File: src/pls_pkg.sv
`timescale 1ns / 1ps
// Package for the path lookahead selector.
// Holds shared constants, register indexes, state types and the status struct.
package pls_pkg;

    // Number of lookahead points requested; the slot count is capped at three.
    localparam int NUM_POINTS_DEFAULT = 3;
    localparam int MAX_SLOTS          = 3;

    // Widths of the data path.
    localparam int COORD_W   = 32;
    localparam int LENGTH_W  = 32;
    localparam int SQUARE_W  = 64;
    localparam int SUM_W     = 66;
    localparam int SLOT_W    = 2;
    localparam int CFG_IDX_W = 2;

    // Threshold register indexes; register i also serves slot i.
    localparam logic [CFG_IDX_W-1:0] CFG_FIRST  = 2'd0;
    localparam logic [CFG_IDX_W-1:0] CFG_SECOND = 2'd1;
    localparam logic [CFG_IDX_W-1:0] CFG_THIRD  = 2'd2;

    // Threshold reset values, unsigned Q16.16 meters (1.0, 2.0 and 3.0).
    localparam logic [LENGTH_W-1:0] FIRST_RESET  = 32'h0001_0000;
    localparam logic [LENGTH_W-1:0] SECOND_RESET = 32'h0002_0000;
    localparam logic [LENGTH_W-1:0] THIRD_RESET  = 32'h0003_0000;

    localparam logic [LENGTH_W-1:0] LENGTH_MAX = '1;

    // Top level sequencer states.
    typedef enum logic [2:0] {
        ST_IDLE,
        ST_DIST,
        ST_ACC,
        ST_CHECK,
        ST_PAD
    } pls_state_t;

    // Segment length unit states.
    typedef enum logic [2:0] {
        D_IDLE,
        D_SQ,
        D_ADD,
        D_LOAD,
        D_ROOT
    } pls_dist_state_t;

    // Status handed from the segment length unit to the sequencer.
    typedef struct packed {
        logic done;
        logic over;
    } pls_dist_stat_t;

endpackage

File: src/pls_isqrt.sv
`timescale 1ns / 1ps
// Iterative integer square root of a 64-bit value, one result bit per cycle.
// Depends on pls_pkg for widths.
module pls_isqrt
    import pls_pkg::*;
(
    input  logic                clk,
    input  logic                rst_n,
    input  logic                start,
    input  logic [SQUARE_W-1:0] value,
    output logic                done,
    output logic [LENGTH_W-1:0] root
);

    logic [SQUARE_W-1:0] val_reg;
    logic [SQUARE_W-1:0] val_next;
    logic [32:0]         rem_reg;
    logic [32:0]         rem_next;
    logic [LENGTH_W-1:0] root_reg;
    logic [LENGTH_W-1:0] root_next;
    logic [4:0]          cnt_reg;
    logic [4:0]          cnt_next;
    logic                run_reg;
    logic                run_next;
    logic                done_reg;
    logic                done_next;
    logic [34:0]         rem_sh;
    logic [34:0]         trial;
    logic [34:0]         diff;

    // One restoring step: bring down two bits, try to subtract 4*root+1.
    always_comb
    begin
        rem_sh    = {rem_reg, val_reg[SQUARE_W-1 -: 2]};
        trial     = {1'b0, root_reg, 2'b01};
        diff      = rem_sh - trial;
        val_next  = val_reg;
        rem_next  = rem_reg;
        root_next = root_reg;
        cnt_next  = cnt_reg;
        run_next  = run_reg;
        done_next = 1'b0;
        if (start)
        begin
            val_next  = value;
            rem_next  = '0;
            root_next = '0;
            cnt_next  = '0;
            run_next  = 1'b1;
        end
        else if (run_reg)
        begin
            val_next = {val_reg[SQUARE_W-3:0], 2'b00};
            cnt_next = cnt_reg + 5'd1;
            if (rem_sh >= trial)
            begin
                rem_next  = diff[32:0];
                root_next = {root_reg[LENGTH_W-2:0], 1'b1};
            end
            else
            begin
                rem_next  = rem_sh[32:0];
                root_next = {root_reg[LENGTH_W-2:0], 1'b0};
            end
            if (cnt_reg == 5'd31)
            begin
                run_next  = 1'b0;
                done_next = 1'b1;
            end
        end
    end

    // Control registers.
    always_ff @(posedge clk or negedge rst_n)
    begin
        if (!rst_n)
        begin
            run_reg  <= 1'b0;
            done_reg <= 1'b0;
            cnt_reg  <= '0;
        end
        else
        begin
            run_reg  <= run_next;
            done_reg <= done_next;
            cnt_reg  <= cnt_next;
        end
    end

    // Data registers.
    always_ff @(posedge clk)
    begin
        val_reg  <= val_next;
        rem_reg  <= rem_next;
        root_reg <= root_next;
    end

    assign done = done_reg;
    assign root = root_reg;

endmodule

File: src/pls_dist.sv
`timescale 1ns / 1ps
// Segment length unit: one shared squarer sums the three squared deltas,
// then the iterative square root gives the floor of the length. Uses pls_pkg, pls_isqrt.
module pls_dist
    import pls_pkg::*;
(
    input  logic                 clk,
    input  logic                 rst_n,
    input  logic                 start,
    input  logic [COORD_W-1:0]   cur_x,
    input  logic [COORD_W-1:0]   cur_y,
    input  logic [COORD_W-1:0]   cur_z,
    input  logic [COORD_W-1:0]   prev_x,
    input  logic [COORD_W-1:0]   prev_y,
    input  logic [COORD_W-1:0]   prev_z,
    output pls_dist_stat_t       stat,
    output logic [LENGTH_W-1:0]  root
);

    pls_dist_state_t     state_reg;
    pls_dist_state_t     state_next;
    logic [1:0]          cnt_reg;
    logic [1:0]          cnt_next;
    logic [SQUARE_W-1:0] sq_reg;
    logic [SQUARE_W-1:0] sq_next;
    logic [SUM_W-1:0]    acc_reg;
    logic [SUM_W-1:0]    acc_next;
    logic [COORD_W-1:0]  a_sel;
    logic [COORD_W-1:0]  b_sel;
    logic [COORD_W:0]    delta;
    logic [COORD_W-1:0]  mag;
    logic                sqrt_start;
    logic                sqrt_done;

    // Pick the axis for this pass and take the magnitude of its delta.
    always_comb
    begin
        case (cnt_reg)
            2'd0:
            begin
                a_sel = cur_x;
                b_sel = prev_x;
            end
            2'd1:
            begin
                a_sel = cur_y;
                b_sel = prev_y;
            end
            default:
            begin
                a_sel = cur_z;
                b_sel = prev_z;
            end
        endcase
        delta = {a_sel[COORD_W-1], a_sel} - {b_sel[COORD_W-1], b_sel};
        mag   = delta[COORD_W] ? COORD_W'(-delta) : delta[COORD_W-1:0];
    end

    // Sequencer: three squaring passes, a final add, then the root.
    always_comb
    begin
        state_next = state_reg;
        cnt_next   = cnt_reg;
        sq_next    = sq_reg;
        acc_next   = acc_reg;
        sqrt_start = 1'b0;
        case (state_reg)
            D_IDLE:
            begin
                if (start)
                begin
                    cnt_next   = '0;
                    sq_next    = '0;
                    acc_next   = '0;
                    state_next = D_SQ;
                end
            end
            D_SQ:
            begin
                sq_next  = mag * mag;
                acc_next = acc_reg + {2'b00, sq_reg};
                cnt_next = cnt_reg + 2'd1;
                if (cnt_reg == 2'd2)
                begin
                    state_next = D_ADD;
                end
            end
            D_ADD:
            begin
                acc_next   = acc_reg + {2'b00, sq_reg};
                state_next = D_LOAD;
            end
            D_LOAD:
            begin
                sqrt_start = 1'b1;
                state_next = D_ROOT;
            end
            D_ROOT:
            begin
                if (sqrt_done)
                begin
                    state_next = D_IDLE;
                end
            end
            default:
            begin
                state_next = D_IDLE;
            end
        endcase
    end

    always_ff @(posedge clk or negedge rst_n)
    begin
        if (!rst_n)
        begin
            state_reg <= D_IDLE;
            cnt_reg   <= '0;
        end
        else
        begin
            state_reg <= state_next;
            cnt_reg   <= cnt_next;
        end
    end

    always_ff @(posedge clk)
    begin
        sq_reg  <= sq_next;
        acc_reg <= acc_next;
    end

    pls_isqrt u_isqrt (
        .clk   (clk),
        .rst_n (rst_n),
        .start (sqrt_start),
        .value (acc_reg[SQUARE_W-1:0]),
        .done  (sqrt_done),
        .root  (root)
    );

    // A squared length of 2^64 or more saturates the running length.
    assign stat.done = sqrt_done;
    assign stat.over = (acc_reg[SUM_W-1:SQUARE_W] != 2'b00);

endmodule

File: src/path_lookahead_selector.sv
`timescale 1ns / 1ps
// Path lookahead selector top level. The first pose of a path needs no length pass; unless it
// is final, the input is free again on the next cycle. A final first pose pads each open slot
// and then clears the path. A later pose holds the input through three squaring passes, an add,
// a root load, 32 square root steps, the accumulate and the closing threshold check, then through
// each emitted or padded word and, on a final pose, the clearing step; stalls on the output add
// to this. One pose is in work at a time. Reset restores the default thresholds and clears the
// path state; no clearing pass is needed.
module path_lookahead_selector
    import pls_pkg::*;
#(
    parameter int NUM_POINTS = NUM_POINTS_DEFAULT
)
(
    input  logic                 clk,
    input  logic                 rst_n,
    input  logic                 in_valid,
    output logic                 in_stall,
    input  logic [COORD_W-1:0]   pos_x,
    input  logic [COORD_W-1:0]   pos_y,
    input  logic [COORD_W-1:0]   pos_z,
    input  logic                 final_pose,
    output logic                 out_valid,
    input  logic                 out_stall,
    output logic [COORD_W-1:0]   point_x,
    output logic [COORD_W-1:0]   point_y,
    output logic [COORD_W-1:0]   point_z,
    output logic [SLOT_W-1:0]    slot_index,
    output logic                 last_point,
    input  logic                 cfg_valid,
    output logic                 cfg_ready,
    input  logic [CFG_IDX_W-1:0] cfg_index,
    input  logic [LENGTH_W-1:0]  cfg_data
);

    localparam int SLOTS = (NUM_POINTS < MAX_SLOTS) ? NUM_POINTS : MAX_SLOTS;
    localparam logic [SLOT_W-1:0] SLOTS_C = SLOT_W'(SLOTS);
    localparam logic [SLOT_W-1:0] LAST_SLOT = SLOT_W'(SLOTS - 1);

    pls_state_t           state_reg;
    pls_state_t           state_next;
    logic [LENGTH_W-1:0]  first_reg, first_next;
    logic [LENGTH_W-1:0]  second_reg, second_next;
    logic [LENGTH_W-1:0]  third_reg, third_next;
    logic                 have_prev_reg, have_prev_next;
    logic [LENGTH_W-1:0]  length_reg, length_next;
    logic [SLOT_W-1:0]    slot_reg, slot_next;
    logic                 fin_reg, fin_next;
    logic                 out_valid_reg, out_valid_next;
    logic [COORD_W-1:0]   cur_x_reg, cur_y_reg, cur_z_reg;
    logic [COORD_W-1:0]   cur_x_next, cur_y_next, cur_z_next;
    logic [COORD_W-1:0]   prev_x_reg, prev_y_reg, prev_z_reg;
    logic [COORD_W-1:0]   prev_x_next, prev_y_next, prev_z_next;
    logic [COORD_W-1:0]   emit_x_reg, emit_y_reg, emit_z_reg;
    logic [COORD_W-1:0]   emit_x_next, emit_y_next, emit_z_next;
    logic [COORD_W-1:0]   px_reg, py_reg, pz_reg;
    logic [COORD_W-1:0]   px_next, py_next, pz_next;
    logic [SLOT_W-1:0]    pslot_reg, pslot_next;
    logic                 plast_reg, plast_next;
    logic                 dist_start;
    pls_dist_stat_t       dist_stat;
    logic [LENGTH_W-1:0]  seg_len;
    logic [LENGTH_W:0]    len_sum;
    logic [LENGTH_W-1:0]  thr_sel;
    logic                 out_free;
    logic                 slot_open;
    logic [COORD_W-1:0]   pad_x, pad_y, pad_z;

    // Segment length unit with the shared squarer and square root.
    pls_dist u_dist (
        .clk    (clk),
        .rst_n  (rst_n),
        .start  (dist_start),
        .cur_x  (cur_x_reg),
        .cur_y  (cur_y_reg),
        .cur_z  (cur_z_reg),
        .prev_x (prev_x_reg),
        .prev_y (prev_y_reg),
        .prev_z (prev_z_reg),
        .stat   (dist_stat),
        .root   (seg_len)
    );

    // Threshold of the next slot to fill.
    always_comb
    begin
        case (slot_reg)
            CFG_FIRST:  thr_sel = first_reg;
            CFG_SECOND: thr_sel = second_reg;
            default:    thr_sel = third_reg;
        endcase
    end

    assign out_free  = !out_valid_reg || !out_stall;
    assign slot_open = (slot_reg < SLOTS_C);
    assign len_sum   = {1'b0, length_reg} + {1'b0, seg_len};

    // Padding uses the last emitted point once any slot is filled.
    assign pad_x = (slot_reg != '0) ? emit_x_reg : cur_x_reg;
    assign pad_y = (slot_reg != '0) ? emit_y_reg : cur_y_reg;
    assign pad_z = (slot_reg != '0) ? emit_z_reg : cur_z_reg;

    // Sequencer, configuration writes and output register.
    always_comb
    begin
        state_next     = state_reg;
        first_next     = first_reg;
        second_next    = second_reg;
        third_next     = third_reg;
        have_prev_next = have_prev_reg;
        length_next    = length_reg;
        slot_next      = slot_reg;
        fin_next       = fin_reg;
        cur_x_next     = cur_x_reg;
        cur_y_next     = cur_y_reg;
        cur_z_next     = cur_z_reg;
        prev_x_next    = prev_x_reg;
        prev_y_next    = prev_y_reg;
        prev_z_next    = prev_z_reg;
        emit_x_next    = emit_x_reg;
        emit_y_next    = emit_y_reg;
        emit_z_next    = emit_z_reg;
        px_next        = px_reg;
        py_next        = py_reg;
        pz_next        = pz_reg;
        pslot_next     = pslot_reg;
        plast_next     = plast_reg;
        out_valid_next = out_valid_reg && out_stall;
        dist_start     = 1'b0;

        if (cfg_valid)
        begin
            case (cfg_index)
                CFG_FIRST:  first_next  = cfg_data;
                CFG_SECOND: second_next = cfg_data;
                CFG_THIRD:  third_next  = cfg_data;
                default:    ;
            endcase
        end

        case (state_reg)
            ST_IDLE:
            begin
                if (in_valid)
                begin
                    cur_x_next = pos_x;
                    cur_y_next = pos_y;
                    cur_z_next = pos_z;
                    fin_next   = final_pose;
                    if (have_prev_reg)
                    begin
                        dist_start = 1'b1;
                        state_next = ST_DIST;
                    end
                    else
                    begin
                        // First pose of a path has no segment to measure.
                        prev_x_next    = pos_x;
                        prev_y_next    = pos_y;
                        prev_z_next    = pos_z;
                        have_prev_next = 1'b1;
                        state_next     = final_pose ? ST_PAD : ST_IDLE;
                    end
                end
            end
            ST_DIST:
            begin
                if (dist_stat.done)
                begin
                    state_next = ST_ACC;
                end
            end
            ST_ACC:
            begin
                // Saturating accumulation of the running path length.
                if (dist_stat.over || len_sum[LENGTH_W])
                begin
                    length_next = LENGTH_MAX;
                end
                else
                begin
                    length_next = len_sum[LENGTH_W-1:0];
                end
                prev_x_next = cur_x_reg;
                prev_y_next = cur_y_reg;
                prev_z_next = cur_z_reg;
                state_next  = ST_CHECK;
            end
            ST_CHECK:
            begin
                if (slot_open && (length_reg >= thr_sel))
                begin
                    if (out_free)
                    begin
                        px_next        = cur_x_reg;
                        py_next        = cur_y_reg;
                        pz_next        = cur_z_reg;
                        pslot_next     = slot_reg;
                        plast_next     = (slot_reg == LAST_SLOT);
                        out_valid_next = 1'b1;
                        emit_x_next    = cur_x_reg;
                        emit_y_next    = cur_y_reg;
                        emit_z_next    = cur_z_reg;
                        slot_next      = slot_reg + 2'd1;
                    end
                end
                else
                begin
                    state_next = fin_reg ? ST_PAD : ST_IDLE;
                end
            end
            ST_PAD:
            begin
                if (slot_open)
                begin
                    if (out_free)
                    begin
                        px_next        = pad_x;
                        py_next        = pad_y;
                        pz_next        = pad_z;
                        pslot_next     = slot_reg;
                        plast_next     = (slot_reg == LAST_SLOT);
                        out_valid_next = 1'b1;
                        emit_x_next    = pad_x;
                        emit_y_next    = pad_y;
                        emit_z_next    = pad_z;
                        slot_next      = slot_reg + 2'd1;
                    end
                end
                else
                begin
                    // Path done: clear for the next one.
                    have_prev_next = 1'b0;
                    length_next    = '0;
                    slot_next      = '0;
                    fin_next       = 1'b0;
                    state_next     = ST_IDLE;
                end
            end
            default:
            begin
                state_next = ST_IDLE;
            end
        endcase
    end

    // Control and configuration registers.
    always_ff @(posedge clk or negedge rst_n)
    begin
        if (!rst_n)
        begin
            state_reg     <= ST_IDLE;
            first_reg     <= FIRST_RESET;
            second_reg    <= SECOND_RESET;
            third_reg     <= THIRD_RESET;
            have_prev_reg <= 1'b0;
            length_reg    <= '0;
            slot_reg      <= '0;
            fin_reg       <= 1'b0;
            out_valid_reg <= 1'b0;
        end
        else
        begin
            state_reg     <= state_next;
            first_reg     <= first_next;
            second_reg    <= second_next;
            third_reg     <= third_next;
            have_prev_reg <= have_prev_next;
            length_reg    <= length_next;
            slot_reg      <= slot_next;
            fin_reg       <= fin_next;
            out_valid_reg <= out_valid_next;
        end
    end

    // Pose and output word registers.
    always_ff @(posedge clk)
    begin
        cur_x_reg  <= cur_x_next;
        cur_y_reg  <= cur_y_next;
        cur_z_reg  <= cur_z_next;
        prev_x_reg <= prev_x_next;
        prev_y_reg <= prev_y_next;
        prev_z_reg <= prev_z_next;
        emit_x_reg <= emit_x_next;
        emit_y_reg <= emit_y_next;
        emit_z_reg <= emit_z_next;
        px_reg     <= px_next;
        py_reg     <= py_next;
        pz_reg     <= pz_next;
        pslot_reg  <= pslot_next;
        plast_reg  <= plast_next;
    end

    assign in_stall   = (state_reg != ST_IDLE);
    assign cfg_ready  = 1'b1;
    assign out_valid  = out_valid_reg;
    assign point_x    = px_reg;
    assign point_y    = py_reg;
    assign point_z    = pz_reg;
    assign slot_index = pslot_reg;
    assign last_point = plast_reg;

    // The slot counter never passes the slot count.
    assert property (@(posedge clk) disable iff (!rst_n) slot_reg <= SLOTS_C)
        else $error("slot counter beyond slot count");

    // Without a previous pose no slot can have been filled.
    assert property (@(posedge clk) disable iff (!rst_n) !have_prev_reg |-> slot_reg == '0)
        else $error("slot filled without a previous pose");

    // The length unit only finishes while the sequencer waits for it.
    assert property (@(posedge clk) disable iff (!rst_n) dist_stat.done |-> state_reg == ST_DIST)
        else $error("segment length finished outside its wait state");

    // A new output word is only loaded when the old one was taken or absent.
    assert property (@(posedge clk) disable iff (!rst_n)
        (out_valid_reg && out_stall) |=> (out_valid_reg && $stable(pslot_reg)))
        else $error("pending output word overwritten");

endmodule

File: config.mk
export PLATFORM = sky130hd
export DESIGN_NAME = path_lookahead_selector
export DESIGN_NICKNAME = d
export VERILOG_FILES = /design/src/pls_pkg.sv /design/src/pls_isqrt.sv /design/src/pls_dist.sv /design/src/path_lookahead_selector.sv
export SDC_FILE = /design/constraint.sdc
export NUM_CORES = 2
export LEC_CHECK = 0
export BUFFER_PORTS_ARGS = -buffer_cell sky130_fd_sc_hd__buf_2
export CAP_MARGIN = 0
export CORE_UTILIZATION = 45
export DETAILED_ROUTE_END_ITERATION = 10
export SLEW_MARGIN = 10
export SYNTH_ARGS = -nofsm -noshare
export SYNTH_HDL_FRONTEND = slang
export SYNTH_SLANG_ARGS = --single-unit
File: constraint.sdc
create_clock -name clk -period 11.6 [get_ports clk]
set_input_delay 2.32 -clock clk [delete_from_list [all_inputs] [get_ports clk]]
set_output_delay 2.32 -clock clk [all_outputs]
set_load 0.01 [all_outputs]
==> results by group <==
Clock network
  • Clock sink count: 697
  • Root Driver: clkbuf_16
  • Hold Buf Count CTS: 0
  • Clock latency on the worst-skew pair: 0.69 ns
  • Num CTS Buffers: 78
  • CTS tree: built
  • Max clock buf depth: 3
  • H-tree lvl count: 3
  • Clk slew on worst S/H paths: 0.06 ns

Detailed routing
  • Via count: 49830
  • Total wire length: 185000 um
  • Antenna Violating Nets Remaining: 0
  • # DRC: 4
  • Starting DRT DRC Count: 3428
  • Post-DR vias/cell: 5.26
  • DR WL/cell: 19.6 um
  • First-pass DRT Iterations: 8

Global routing
  • Total GRT Usage: 0.251
  • Initial antenna violation count: 7
  • Largest net degree at the start of global routing: 81
  • Number of global-route vias before repair: 51586
  • Total congestion overflow: 0
  • Global-route wire length before repair: 289000 um

Logic synthesis
  • EDFF count, synth: 484
  • Post-synthesis instance total: 6690
  • Synth Net Count: 8108
  • Async set or reset register ratio after synthesis: 0.212
  • Synth Register Bits: 697
  • Avg Inst Size Synth: 9.79 um^2
  • Post-synthesis sequential area ratio: 0.298
  • Most used DFF post-synth: edfxtp_1
  • Number of synthesis warnings: 0
  • Synth Cell Area: 65500 um^2
  • Unique cell type count in the Yosys netlist: 92

Power
  • Sequential fraction of design power: 0.509
  • NetSw: 1.17 mW
  • Comb pwr share: 0.033
  • Power per cell area: 68.3 nW/um^2
  • Overall power: 5.39 mW
  • Sw Ratio: 0.218
  • Lkg Pwr: 37.8 nW
  • Internal Power: 4.21 mW
  • Clk pwr share: 0.458
  • Worst vdd ir: 0.116 mV

Finish
  • Layout cell share with drive strength beyond 1: 0.210
  • Max reg flops: 66
  • Most frequent cells in the layout: 1097 x inv_1, 900 x nand2_1, 768 x fa_1
  • Final #Nets: 8925
  • Commonest non-fill, non-tap cell in the layout: inv_1
  • Syn-to-layout area delta: 20.4%
  • Non-filler instance count after layout: 9477

Place
  • Gp weighted congestion: 0.947
  • Post-detail-place hpwl: 147000 um
  • Placed insts: 9222
  • IO Port Bufs: 236

Setup path
  • Slowest-stage cell, CP: fa_2
  • Data required time of the worst path: 11.98 ns
  • CP most frequent cell: fa_1
  • Kind of end point of the critical path: flip-flop
  • Crit-path max FO: 8
  • Worst setup path class: reg2reg
  • Setup crit start kind: flip-flop
  • Arr. time, crit path: 12.12 ns
  • Slowest cell delay on critical path: 0.59 ns

STA
  • Setup violators final: 8
  • Slew @ Worst Pin: 1.08 ns
  • Setup Skew: 0.0583 ns
  • Crit share post-route: 1.01
  • Relative slew margins: 0.278
  • Tmin final: 11.75 ns
  • Setup TNS: -0.641 ns
  • Fin. max-slew vios: 0
  • FMAX: 85.1 MHz
  • RSZ-0062 raised after global routing: yes
  • Fin. Hold Viols: 0
  • PnR worst setup slack: -0.147 ns

Flow run
  • Max Cap Viol: 0

Die
  • Die Wd: 384 um
  • Std-Cell Rows: 139
  • Core area: 144000 um^2
  • Die height: 384 um
  • Die area: 147000 um^2
  • Starting density of the core: 0.455
  • Ports: 238

Run status
  • Failing checks: DRC, setup timing
  • Status: finished with violations

Min path
  • Hold WC Path Type: reg2reg
[synthesized netlist by cell type, types with 23 or more instances]
cell | instances | area, um^2
a31o_2 | 23 | 201
nor2b_1 | 24 | 150
dfxtp_1 | 65 | 1300
nor2_1 | 551 | 2070
a21oi_1 | 356 | 1780
a22o_1 | 65 | 569
o21a_1 | 23 | 173
nand2_1 | 914 | 3430
a21o_1 | 164 | 1230
xor2_1 | 96 | 841
o21ai_0 | 163 | 816
fa_1 | 803 | 16100
o21bai_1 | 46 | 345
and3_1 | 30 | 188
nand4_1 | 51 | 319
mux2i_1 | 70 | 701
nor3_1 | 50 | 250
a22oi_1 | 34 | 255
nand3_1 | 59 | 295
xnor2_1 | 146 | 1280
clkbuf_1 | 236 | 886
inv_1 | 1129 | 4240
a31oi_1 | 41 | 257
dfrtp_1 | 144 | 3600
ha_1 | 479 | 5990
mux2_2 | 96 | 1080
edfxtp_1 | 484 | 14500
nand2b_1 | 46 | 288
[area by class of cell]
class,instances,area (um^2)
Fill cell,12792,65100
Multi-Input combinational cell,4592,42500
Sequential cell,697,19500
Timing Repair Buffer,999,7560
Inverter,1139,4300
Tap cell,1903,2380
Clock buffer,99,2090
Clock inverter,45,477
Antenna cell,3,7.51
[worst max-delay path: cells and delay by family (launching register included)]
kind                     cells  cell delay (ns)
adder cells (fa/ha/maj)     12             5.15
AND/OR/NAND/NOR             14             2.34
AO/OA/AOI/OAI                9             2.30
buffers and inverters       10             0.91
flip-flops                   1             0.36
XOR/XNOR                     2             0.36
[power by group through the flow]
stage                     Clock [mW]  Sequential (mW)  Combinational, mW
final                           2.47             2.74              0.177
after global routing            2.62             2.75              0.198
after CTS                       2.54             2.74              0.180
after detailed placement           0             2.79              0.179
after global placement             0             2.79              0.171
after floorplan                    0             2.78              0.106
[stage by stage]
stage / setup WS, ns / hold WS, ns / util / cell area (um^2)
global route: -0.634 / 0.494 / 0.548 / 78900
CTS: -0.0253 / 0.473 / 0.532 / 76700
detailed placement: -0.456 / 0.463 / 0.511 / 73600
global placement: -0.382 / 0.456 / 0.511 / 73600
floorplan: 0.0140 / 0.446 / - / 65600
finish: -0.147 / 0.482 / 0.548 / 78900
[layer usage]
metal / track usage / wire [um] / vias up
met5: 0 / 39 / -
met1: 0.353 / 82400 / 24574
met3: 0.0395 / 12200 / 298
li1: - / - / 23462
met2: 0.399 / 83900 / 1490
met4: 0.0778 / 6800 / 6
[worst paths after layout]
kind	start	to	slack, ns	depth (start not counted)
setup / recovery	u_dist.cnt_reg[1]$_DFFE_PN0P_	u_dist.sq_reg[62]$_SDFFCE_PN0P_	-0.15	47
hold / removal	cur_y_reg[27]$_DFFE_PP_	point_y[27]$_DFFE_PP_	0.48	0
setup reg to reg	u_dist.cnt_reg[1]$_DFFE_PN0P_	u_dist.sq_reg[62]$_SDFFCE_PN0P_	-0.15	47
hold reg to reg	cur_y_reg[27]$_DFFE_PP_	point_y[27]$_DFFE_PP_	0.48	0
max in group asynchronous	rst_n	first_reg[12]$_DFFE_PN0P_	8.47	2
min in group asynchronous	rst_n	third_reg[21]$_DFFE_PN0P_	1.68	1
[repair_timing]
item	in CTS	in global routing
endpoints found under the setup margin	24	37
cloned	1	6
resized for setup	71	343
pin swaps	24	148
buffers inserted	17	89
[logic make-up (layout without fill, tap and decap cells)]
kind of cell             Yosys count  after routing  share of synthesized area
AND/OR/NAND/NOR                 1823           1823                      0.117
buffers and inverters           1401           2282                     0.0806
adder cells (fa/ha/maj)         1282           1282                      0.337
AO/OA/AOI/OAI                   1075           1075                      0.107
flip-flops                       697            697                      0.298
XOR/XNOR                         245            245                     0.0331
multiplexers                     166            166                     0.0272
other                              1              4                  0.0000572
Power figures use the tool's default switching activity.
